==> src/hdl/mrs_pkg.sv <==
// ----------------------------------------------------------------------------
// mrs_pkg
// Shared types, codes and constants of the Modbus RTU slave frame engine.
// ----------------------------------------------------------------------------
`default_nettype none

package mrs_pkg;

  // Input item operations
  typedef enum logic [1:0] {
    OP_RX   = 2'd0,
    OP_EOF  = 2'd1,
    OP_PULL = 2'd2,
    OP_LOAD = 2'd3
  } op_t;

  // Frame verdict codes
  localparam logic [2:0] ST_READY   = 3'd0;
  localparam logic [2:0] ST_BAD     = 3'd1;
  localparam logic [2:0] ST_OTHER   = 3'd2;
  localparam logic [2:0] ST_BCAST   = 3'd3;
  localparam logic [2:0] ST_OVERRUN = 3'd4;

  // Result kinds
  localparam logic KIND_VERDICT = 1'b0;
  localparam logic KIND_BYTE    = 1'b1;

  // Function codes
  localparam logic [7:0] FC_READ_COILS = 8'd1;
  localparam logic [7:0] FC_READ_HOLD  = 8'd3;
  localparam logic [7:0] FC_READ_INPUT = 8'd4;
  localparam logic [7:0] FC_WRITE_COIL = 8'd5;
  localparam logic [7:0] FC_WRITE_HOLD = 8'd6;
  localparam logic [7:0] FC_WRITE_MULTI = 8'd16;

  // Exception codes
  localparam logic [7:0] EXC_FUNC  = 8'd1;
  localparam logic [7:0] EXC_ADDR  = 8'd2;
  localparam logic [7:0] EXC_VALUE = 8'd3;
  localparam logic [7:0] EXC_FLAG  = 8'h80;

  localparam logic [15:0] CRC_INIT      = 16'hFFFF;
  localparam logic [15:0] CRC_POLY      = 16'hA001;
  localparam logic [15:0] COIL_ON       = 16'hFF00;
  localparam logic [15:0] MAX_READ_REGS = 16'd125;

  localparam int REPLY_DEPTH = 256;
  localparam int REPLY_AW    = 8;

  // Decoded frame action
  typedef enum logic [2:0] {
    ACT_NONE,
    ACT_FAULT,
    ACT_RCOIL,
    ACT_RREG,
    ACT_WCOIL,
    ACT_WHOLD,
    ACT_WMULTI
  } act_t;

  // Reply layout
  typedef enum logic [1:0] {
    MODE_FAULT,
    MODE_ECHO,
    MODE_COILS,
    MODE_REGS
  } mode_t;

  // Controller states
  typedef enum logic [3:0] {
    S_IDLE,
    S_RX_CRC,
    S_FETCH,
    S_DECODE,
    S_M_HI,
    S_M_LO,
    S_M_WR,
    S_BUILD,
    S_BUILD_CRC,
    S_SEAL_LO,
    S_SEAL_HI,
    S_FINISH,
    S_VERDICT,
    S_PULL
  } state_t;

  // Controller to datapath commands
  typedef struct packed {
    logic rx_byte;
    logic load_ireg;
    logic eof_start;
    logic fetch_step;
    logic decode;
    logic store_coil;
    logic store_hold;
    logic multi_hi;
    logic multi_lo;
    logic multi_wr;
    logic emit;
    logic seal_lo;
    logic seal_hi;
    logic finish;
    logic verdict;
    logic pull_out;
  } cmd_t;

  // Datapath to controller status
  typedef struct packed {
    logic crc_busy;
    logic early_fail;
    logic fetch_done;
    act_t act;
    logic bcast;
    logic build_done;
    logic multi_last;
    logic pull_avail;
    logic out_free;
  } stat_t;

  // One bit step of the reflected CRC-16
  function automatic logic [15:0] crc_step(input logic [15:0] c);
    crc_step = c[0] ? ((c >> 1) ^ CRC_POLY) : (c >> 1);
  endfunction

endpackage

`default_nettype wire

==> src/hdl/mrs_ctrl.sv <==
// ----------------------------------------------------------------------------
// mrs_ctrl
// Sequencer of the Modbus RTU slave: accepts items, steps the frame check,
// execution, reply build and reply hand-out.
// ----------------------------------------------------------------------------
`default_nettype none

module mrs_ctrl (
  input  logic           clk,
  input  logic           rst,
  input  logic           in_valid,
  input  logic [1:0]     operation,
  input  mrs_pkg::stat_t stat,
  output logic           in_stall,
  output mrs_pkg::cmd_t  cmd
);

  import mrs_pkg::*;

  state_t state;
  state_t state_next;
  logic   accept;
  op_t    op;

  assign op       = op_t'(operation);
  assign accept   = in_valid && (state == S_IDLE);
  assign in_stall = (state != S_IDLE);

  // State register
  always_ff @(posedge clk) begin
    if (rst) begin
      state <= S_IDLE;
    end else begin
      state <= state_next;
    end
  end

  // Next state
  always_comb begin
    state_next = state;
    case (state)
      S_IDLE: begin
        if (accept) begin
          case (op)
            OP_RX:   state_next = S_RX_CRC;
            OP_EOF:  state_next = stat.early_fail ? S_VERDICT : S_FETCH;
            OP_PULL: state_next = stat.pull_avail ? S_PULL : S_IDLE;
            default: state_next = S_IDLE;
          endcase
        end
      end
      S_RX_CRC: begin
        if (!stat.crc_busy) state_next = S_IDLE;
      end
      S_FETCH: begin
        if (stat.fetch_done) state_next = S_DECODE;
      end
      S_DECODE: begin
        case (stat.act)
          ACT_NONE:   state_next = S_VERDICT;
          ACT_WCOIL,
          ACT_WHOLD:  state_next = stat.bcast ? S_VERDICT : S_BUILD;
          ACT_WMULTI: state_next = S_M_HI;
          default:    state_next = S_BUILD;
        endcase
      end
      S_M_HI: state_next = S_M_LO;
      S_M_LO: state_next = S_M_WR;
      S_M_WR: begin
        if (stat.multi_last) begin
          state_next = stat.bcast ? S_VERDICT : S_BUILD;
        end else begin
          state_next = S_M_HI;
        end
      end
      S_BUILD: begin
        state_next = stat.build_done ? S_SEAL_LO : S_BUILD_CRC;
      end
      S_BUILD_CRC: begin
        if (!stat.crc_busy) state_next = S_BUILD;
      end
      S_SEAL_LO: state_next = S_SEAL_HI;
      S_SEAL_HI: state_next = S_FINISH;
      S_FINISH:  state_next = S_VERDICT;
      S_VERDICT: begin
        if (stat.out_free) state_next = S_IDLE;
      end
      S_PULL: begin
        if (stat.out_free) state_next = S_IDLE;
      end
      default: state_next = S_IDLE;
    endcase
  end

  // Commands
  always_comb begin
    cmd = '0;
    case (state)
      S_IDLE: begin
        if (accept) begin
          case (op)
            OP_RX:   cmd.rx_byte   = 1'b1;
            OP_EOF:  cmd.eof_start = 1'b1;
            OP_LOAD: cmd.load_ireg = 1'b1;
            default: cmd = '0;
          endcase
        end
      end
      S_FETCH:  cmd.fetch_step = 1'b1;
      S_DECODE: begin
        cmd.decode     = 1'b1;
        cmd.store_coil = (stat.act == ACT_WCOIL);
        cmd.store_hold = (stat.act == ACT_WHOLD);
      end
      S_M_HI:    cmd.multi_hi = 1'b1;
      S_M_LO:    cmd.multi_lo = 1'b1;
      S_M_WR:    cmd.multi_wr = 1'b1;
      S_BUILD:   cmd.emit     = !stat.build_done;
      S_SEAL_LO: cmd.seal_lo  = 1'b1;
      S_SEAL_HI: cmd.seal_hi  = 1'b1;
      S_FINISH:  cmd.finish   = 1'b1;
      S_VERDICT: cmd.verdict  = stat.out_free;
      S_PULL:    cmd.pull_out = stat.out_free;
      default:   cmd = '0;
    endcase
  end

endmodule

`default_nettype wire

==> config.mk <==
export PLATFORM = sky130hd
export DESIGN_NAME = mrs_ctrl
export DESIGN_NICKNAME = d
export VERILOG_FILES = /design/src/hdl/mrs_pkg.sv /design/src/hdl/mrs_ctrl.sv
export SDC_FILE = /design/constraint.sdc
export NUM_CORES = 1
export LEC_CHECK = 0
export ABC_AREA = 1
export BUFFER_PORTS_ARGS = -buffer_cell sky130_fd_sc_hd__buf_2
export CORE_UTILIZATION = 38
export CTS_CLUSTER_DIAMETER = 200
export DETAILED_ROUTE_END_ITERATION = 8
export PLACE_DENSITY_LB_ADDON = 0.08
export SETUP_SLACK_MARGIN = 0.1
export SYNTH_ARGS = -nofsm -noshare
export SYNTH_HDL_FRONTEND = slang
export SYNTH_SLANG_ARGS = --single-unit
==> constraint.sdc <==
create_clock -name clk -period 1.05 [get_ports clk]
set_input_delay 0.0525 -clock clk [delete_from_list [all_inputs] [get_ports clk]]
set_output_delay 0.0525 -clock clk [all_outputs]
set_load 0.05 [all_outputs]
==> flow_summary.yaml, run 1 <==
floorplanning:
  placementRows: 13
  die_w_um: 41.42
  io_pins: 33
  die_y_um: 41.42
  initial_core_util_pct: 43.22
synthesis:
  yosysTopAreaCellShare_pct: 25.42
  async_flop_share_pct: 0
  ys_top_cells_by_area: "nand2_1 25%, dfxtp_1 14%, inv_1 11%"
  synth-edff-count: 0
  syn_avg_cell_area_um2: 5.091
  syn-num-nets: 132
  synth_common_cells: "40 x nand2_1, 17 x inv_1, 14 x nor2_1"
  synth-main-ff-cell: "dfxtp_1"
  yosysTopAreaCell: "nand2_1"
  synthCells: 116
  ys.warnings.count: 0
  synth_area_um2: 590.6
  ys_seq_area_share_pct: 13.56
  ys_types: 18
  ys_ff_latch: 4
  synth.most_common_cell: "nand2_1"
clock_network:
  hold_buffers: 0
  root_buffer: "clkbuf_4"
  cts_buffers: 3
  htree_levels: 1
  cts.sinks: 4
  clockBufferDepth: 2
status:
  lastStage: "global routing"
  status: "aborted with a tool error"
  tool.error: "[ERROR DPL-0038] Utilization greater than 100%, impossible to legalize"
placement:
  dp_slack_ps: -268.1
  dpl_cell_area_mm2: 0.001006
  numPortBuffers: 32
  place.gp.congestion: 0.8273
  hpwlAfterDp_um: 1507
timing:
  worst-endpoint-pin-kind: "register input"
  grt-worst-endpoint: "state[3]$_SDFFE_PP0P_/D"
global_routing:
  grt_max_degree: 8
timing repair:
action	4_1_cts
gates resized for setup	66
endpoints found under the setup margin	21
setup buffers	3
pin swaps	16
cloned	0
stage by stage:
| stage | TNS, ps | instances | util (%) |
|---|---|---|---|
| floorplan | -4090 | 116 | - |
| global placement | -2376 | 176 | 73.63 |
| detailed placement | -2787 | 176 | 73.63 |
| CTS | -4422 | 183 | 93.86 |
cell families after synthesis:
| logic type | after synthesis | synth area share (%) |
|---|---|---|
| compound gates | 7 | 6.567 |
| simple gates | 84 | 66.10 |
| buf+inv | 21 | 13.77 |
| flops | 4 | 13.56 |
==> inputs of run 2 (changes only) <==
--- a/config.mk
+++ b/config.mk
@@ -7,11 +7,10 @@
 export LEC_CHECK = 0
 export ABC_AREA = 1
 export BUFFER_PORTS_ARGS = -buffer_cell sky130_fd_sc_hd__buf_2
-export CORE_UTILIZATION = 38
-export CTS_CLUSTER_DIAMETER = 200
+export CORE_AREA = 2 2 63 65
 export DETAILED_ROUTE_END_ITERATION = 8
-export PLACE_DENSITY_LB_ADDON = 0.08
-export SETUP_SLACK_MARGIN = 0.1
+export DIE_AREA = 0 0 65 67
+export PLACE_DENSITY_LB_ADDON = 0.15
 export SYNTH_ARGS = -nofsm -noshare
 export SYNTH_HDL_FRONTEND = slang
 export SYNTH_SLANG_ARGS = --single-unit
==> constraint.sdc (replaced) <==
create_clock -name clk -period 1.35 [get_ports clk]
set_input_delay 0.0675 -clock clk [delete_from_list [all_inputs] [get_ports clk]]
set_output_delay 0.0675 -clock clk [all_outputs]
set_load 0.05 [all_outputs]
==> flow_summary.yaml, run 2 <==
finish:
  reg.largest.list: "state: 4 flops"
  stdcell_count: 206
  largest_register_ffs: 4
  final_nets: 175
  area_delta_synth_final_pct: 94.70
  final_cell_mix: "34 x nand2_1, 17 x buf_2, 15 x inv_1"
  final_common_cell: "nand2_1"
  antenna_cells: 0
  drive_gt1_share_pct: 51.90
  regMostFlops: "state"
  post-route-cell-area_mm2: 0.001150
clock_network:
  cts_buffers: 3
  htree_levels: 1
  hold_buffers: 0
  cts.sinks: 4
  clockBufferDepth: 2
  clkLatencyLatePin_ps: 220
  cts_tree: "built"
  path_clk_slew_ps: 30
  root_buffer: "clkbuf_8"
synthesis:
  synth-edff-count: 0
  synth-main-ff-cell: "dfxtp_1"
  ys.warnings.count: 0
  syn_avg_cell_area_um2: 5.091
  async_flop_share_pct: 0
  ys_ff_latch: 4
  synthCells: 116
  syn-num-nets: 132
  ys_seq_area_share_pct: 13.56
  ys_top_cells_by_area: "nand2_1 25%, dfxtp_1 14%, inv_1 11%"
  ys_types: 18
  synth_area_um2: 590.6
  synth.most_common_cell: "nand2_1"
  yosysTopAreaCell: "nand2_1"
  synth_common_cells: "40 x nand2_1, 17 x inv_1, 14 x nor2_1"
  yosysTopAreaCellShare_pct: 25.42
placement:
  dp_cells: 198
  dp_slack_ps: -27.88
  dpl_cell_area_um2: 919.6
  place.gp.congestion: 0.8111
  hpwlAfterDp_um: 1786
  numPortBuffers: 32
routing:
  first_iter_violations: 34
  wl_um: 2054
  vias: 848
  wl_per_cell_um: 9.971
  post-route-drc-count: 0
  drt_pass1_iterations: 4
  routed_via_density: 4.117
  ant_nets: 0
hold_path:
  min_to: "state[3]$_SDFFE_PP0P_"
  holdCritPathClass: "input pin to flop"
  min_path_cells: 2
  hold_start: "rst"
floorplanning:
  die-area_mm2: 0.004355
  die_y_um: 67
  coreArea_mm2: 0.003606
  placementRows: 22
  initial_core_util_pct: 16.38
  die_w_um: 65
  io_pins: 33
worst_setup_path:
  rr_startpoint: "state[3]$_SDFFE_PP0P_"
  critPathMaxFanout: 7
  arrival_ps: 1260
  crit_top_cell: "buf_6"
  critical_path_class: "flop to primary output"
  crit_path_start_kind: "flop"
  worst_ep_required_time_ps: 1280
  timing.critical_path.buf_inv: 2
  crit_path_end_kind: "primary output"
  r2r_setup_slack_ps: 40
  crit_family: "simple AND/OR/NAND/NOR gates"
  cpPeakStageDelay_ps: 370
  crit_chain: "buf_6 -> nor2_4 -> nand2_2 -> nor2_2 -> buf_6"
  cp_slowest_cell: "dfxtp_4"
  worstReg2RegEnd: "state[3]$_SDFFE_PP0P_"
  r2r_cells: 8
pwr:
  powerDensity_mw_per_mm2: 1886
  p_leak_uw: 0.0005900
  total_power_uw: 2168
  ir_drop_uv: 978.0
global_routing:
  grt_max_degree: 8
  antenna_found_initial: 0
  grt_pass1_vias: 814
  overflow: 0
  grt_usage_pct: 10.07
  grt_first_pass_wirelength_um: 3463
timing:
  fin_setup_tns_ps: 0
  fmax_mhz: 751.6
  tightest_slew_ps: 261.6
  finalCritPeriodShare_pct: 98.56
  period_minus_slack_ps: 1331
  setup_viol: 0
  fin_ws_ps: 19.44
  finalHoldViolCount: 0
  slew_headroom_pct: 82.68
  rsz0062_at_grt: "true"
  fin_skew_ps: 1.283
  maxSlewViolCount: 0
status:
  status: "finished clean"
job:
  cap_violations: 0
==> run 2: how the worst max path moves through the flow <==
stage                           from                    end  slack (ps)  cells after the start
2_1_floorplan  state[3]$_SDFFE_PP0P_                cmd[10]        -140                      5
3_3_place_gp   state[1]$_SDFFE_PP0P_                cmd[14]           7                      6
3_5_place_dp   state[1]$_SDFFE_PP0P_                cmd[15]         -30                      6
4_1_cts        state[1]$_SDFFE_PP0P_                cmd[11]           3                      5
5_1_grt        state[3]$_SDFFE_PP0P_  state[0]$_SDFFE_PP0P_         -40                      8
6_report       state[3]$_SDFFE_PP0P_                 cmd[5]          20                      5
==> run 2: layout make-up <==
type,instances,area (um^2)
Multi-Input combinational cell,91,576.8
Sequential cell,4,95.09
Tap cell,48,60.06
Inverter,21,88.84
Clock buffer,4,45.04
Timing Repair Buffer,38,284.0
Fill cell,422,2456
==> run 2: power breakdown <==
part           internal [uW]  total [uW]  switching, uW
Clock                    202         269           67.0
Sequential               189         305            116
Combinational            551        1590           1040
==> run 2: kinds of logic (layout without fill, tap and decap cells) <==
kind of cell,Yosys count,in the layout,synth area share [%]
compound gates,7,7,6.567
flops,4,4,13.56
buf+inv,21,63,13.77
simple gates,84,84,66.10
==> run 2: metal layers <==
layer  vias up  wire [um]  global-route usage, %
li1        445          -                      -
met1       378        945                  12.76
met2        23        984                  16.88
met3         2        115                  1.689
met4         0         10                  3.989
met5         -          0                      0
==> run 2: through the flow <==
| step | hold WS, ps | utilization, % |
|---|---|---|
| final | 57.00 | 31.89 |
| after global routing | 64.66 | 31.89 |
| after CTS | 40.29 | 29.53 |
| after detailed placement | 272.0 | 25.50 |
| after global placement | 273.2 | 25.50 |
| after floorplan | 126.9 | - |
==> run 2: what timing repair did <==
action,in CTS,in global routing
cloned,0,0
buffers inserted,2,2
gates resized for setup,27,22
pin swaps,4,10
setup endpoints to repair,12,18
(Power assumes the default switching activity.)
==> inputs of run 3 (changes only) <==
--- a/config.mk
+++ b/config.mk
@@ -11,6 +11,8 @@
 export DETAILED_ROUTE_END_ITERATION = 8
 export DIE_AREA = 0 0 65 67
 export PLACE_DENSITY_LB_ADDON = 0.15
+export SETUP_SLACK_MARGIN = 0.05
 export SYNTH_ARGS = -nofsm -noshare
 export SYNTH_HDL_FRONTEND = slang
 export SYNTH_SLANG_ARGS = --single-unit
+export TNS_END_PERCENT = 10
==> flow_summary.yaml, run 3 (synthesis results as in run 2) <==
timing:
  fmax_mhz: 749.2
  finalCritPeriodShare_pct: 98.88
  tightest_slew_ps: 251.8
  maxSlewViolCount: 0
  fin_skew_ps: 3.228
  fin_ws_ps: 15.16
  slew_headroom_pct: 83.33
  setup_viol: 0
  period_minus_slack_ps: 1335
  finalHoldViolCount: 0
  rsz0062_at_grt: "true"
worst_setup_path:
  arrival_ps: 1270
  timing.critical_path.buf_inv: 2
  cp_slowest_cell: "dfxtp_4"
  crit_top_cell: "nand2_4"
  crit_chain: "nor2_4 -> nand2_4 -> inv_4 -> nand2_4 -> nor3_4 -> buf_6"
  critical_path_class: "flop to primary output"
  crit_family: "simple AND/OR/NAND/NOR gates"
  crit_path_start_kind: "flop"
  crit_path_end_kind: "primary output"
  cpPeakStageDelay_ps: 370
  critPathMaxFanout: 6
  worst_ep_required_time_ps: 1280
hold_path:
  holdCritPathClass: "input pin to flop"
placement:
  numPortBuffers: 32
  dp_slack_ps: 13.34
  place.gp.congestion: 0.7449
  hpwlAfterDp_um: 1751
floorplanning:
  placementRows: 22
  initial_core_util_pct: 16.38
  die_y_um: 67
  die-area_mm2: 0.004355
  io_pins: 33
  die_w_um: 65
  coreArea_mm2: 0.003606
routing:
  wl_per_cell_um: 9.721
  first_iter_violations: 16
  wl_um: 1954
  ant_nets: 0
  routed_via_density: 3.910
  vias: 786
  post-route-drc-count: 0
  drt_pass1_iterations: 4
pwr:
  total_power_uw: 1897
  p_leak_uw: 0.0005607
  ir_drop_uv: 679.0
  powerDensity_mw_per_mm2: 1775
clock_network:
  clkLatencyLatePin_ps: 220
  cts_buffers: 3
  root_buffer: "clkbuf_8"
  clockBufferDepth: 2
  htree_levels: 1
  cts_tree: "built"
  path_clk_slew_ps: 30
  cts.sinks: 4
job:
  cap_violations: 0
global_routing:
  grt_max_degree: 8
  grt_pass1_vias: 783
  grt_usage_pct: 9.968
  grt_first_pass_wirelength_um: 3270
  overflow: 0
  antenna_found_initial: 0
finish:
  area_delta_synth_final_pct: 80.93
  final_nets: 170
  antenna_cells: 0
  drive_gt1_share_pct: 45.75
  final_common_cell: "nand2_1"
  regMostFlops: "state"
  final_cell_mix: "39 x nand2_1, 16 x buf_2, 15 x inv_1"
  largest_register_ffs: 4
  reg.largest.list: "state: 4 flops"
status:
  status: "finished clean"
[run 3: power by group]
group	internal (uW)	switching (uW)
Clock	201	60.2
Combinational	411	912
Sequential	190	122
[run 3: layout make-up]
class / instances / area, um^2
Clock buffer: 4 / 45.04
Fill cell: 411 / 2537
Inverter: 21 / 86.33
Multi-Input combinational cell: 91 / 533.0
Sequential cell: 4 / 95.09
Tap cell: 48 / 60.06
Timing Repair Buffer: 33 / 249.0
[run 3: worst paths after layout]
check                           slack [ps]  cells after the start                     to                   from
worst max-delay path                    20                      6                cmd[15]  state[1]$_SDFFE_PP0P_
worst min-delay path                    50                      2  state[3]$_SDFFE_PP0P_                    rst
worst max register to register         120                      8  state[3]$_SDFFE_PP0P_  state[2]$_SDFFE_PP0P_
worst min register to register         540                      2  state[0]$_SDFFE_PP0P_  state[0]$_SDFFE_PP0P_
[run 3: what timing repair did]
| action | in CTS | in global routing |
|---|---|---|
| setup endpoints to repair | 13 | 20 |
| resized for setup | 20 | 23 |
| setup buffers | 1 | 0 |
| pin swaps | 2 | 2 |
| hold buffers | 0 | 0 |
[run 3: per-layer routing]
metal,wire (um),global-route usage (%),up-vias,part of all wire (%)
met1,856,11.28,329,44
met4,14,5.585,0,0.72
li1,-,-,435,-
met3,111,2.027,2,5.7
met2,971,17.40,20,50
met5,0,0,-,0
[run 3: per-stage QoR]
stage          cell area [um^2]  setup TNS [ps]  util, %  hold slack (ps)  cells
3_5_place_dp              894.6               0    24.81            276.8    196
3_3_place_gp              894.6               0    24.81            276.0    196
2_1_floorplan             674.4          -890.8        -            126.9    116
4_1_cts                    1011               0    28.04            46.08    201
6_report                   1069               0    29.63            49.34    201
5_1_grt                    1069          -190.1    29.63            50.89    201
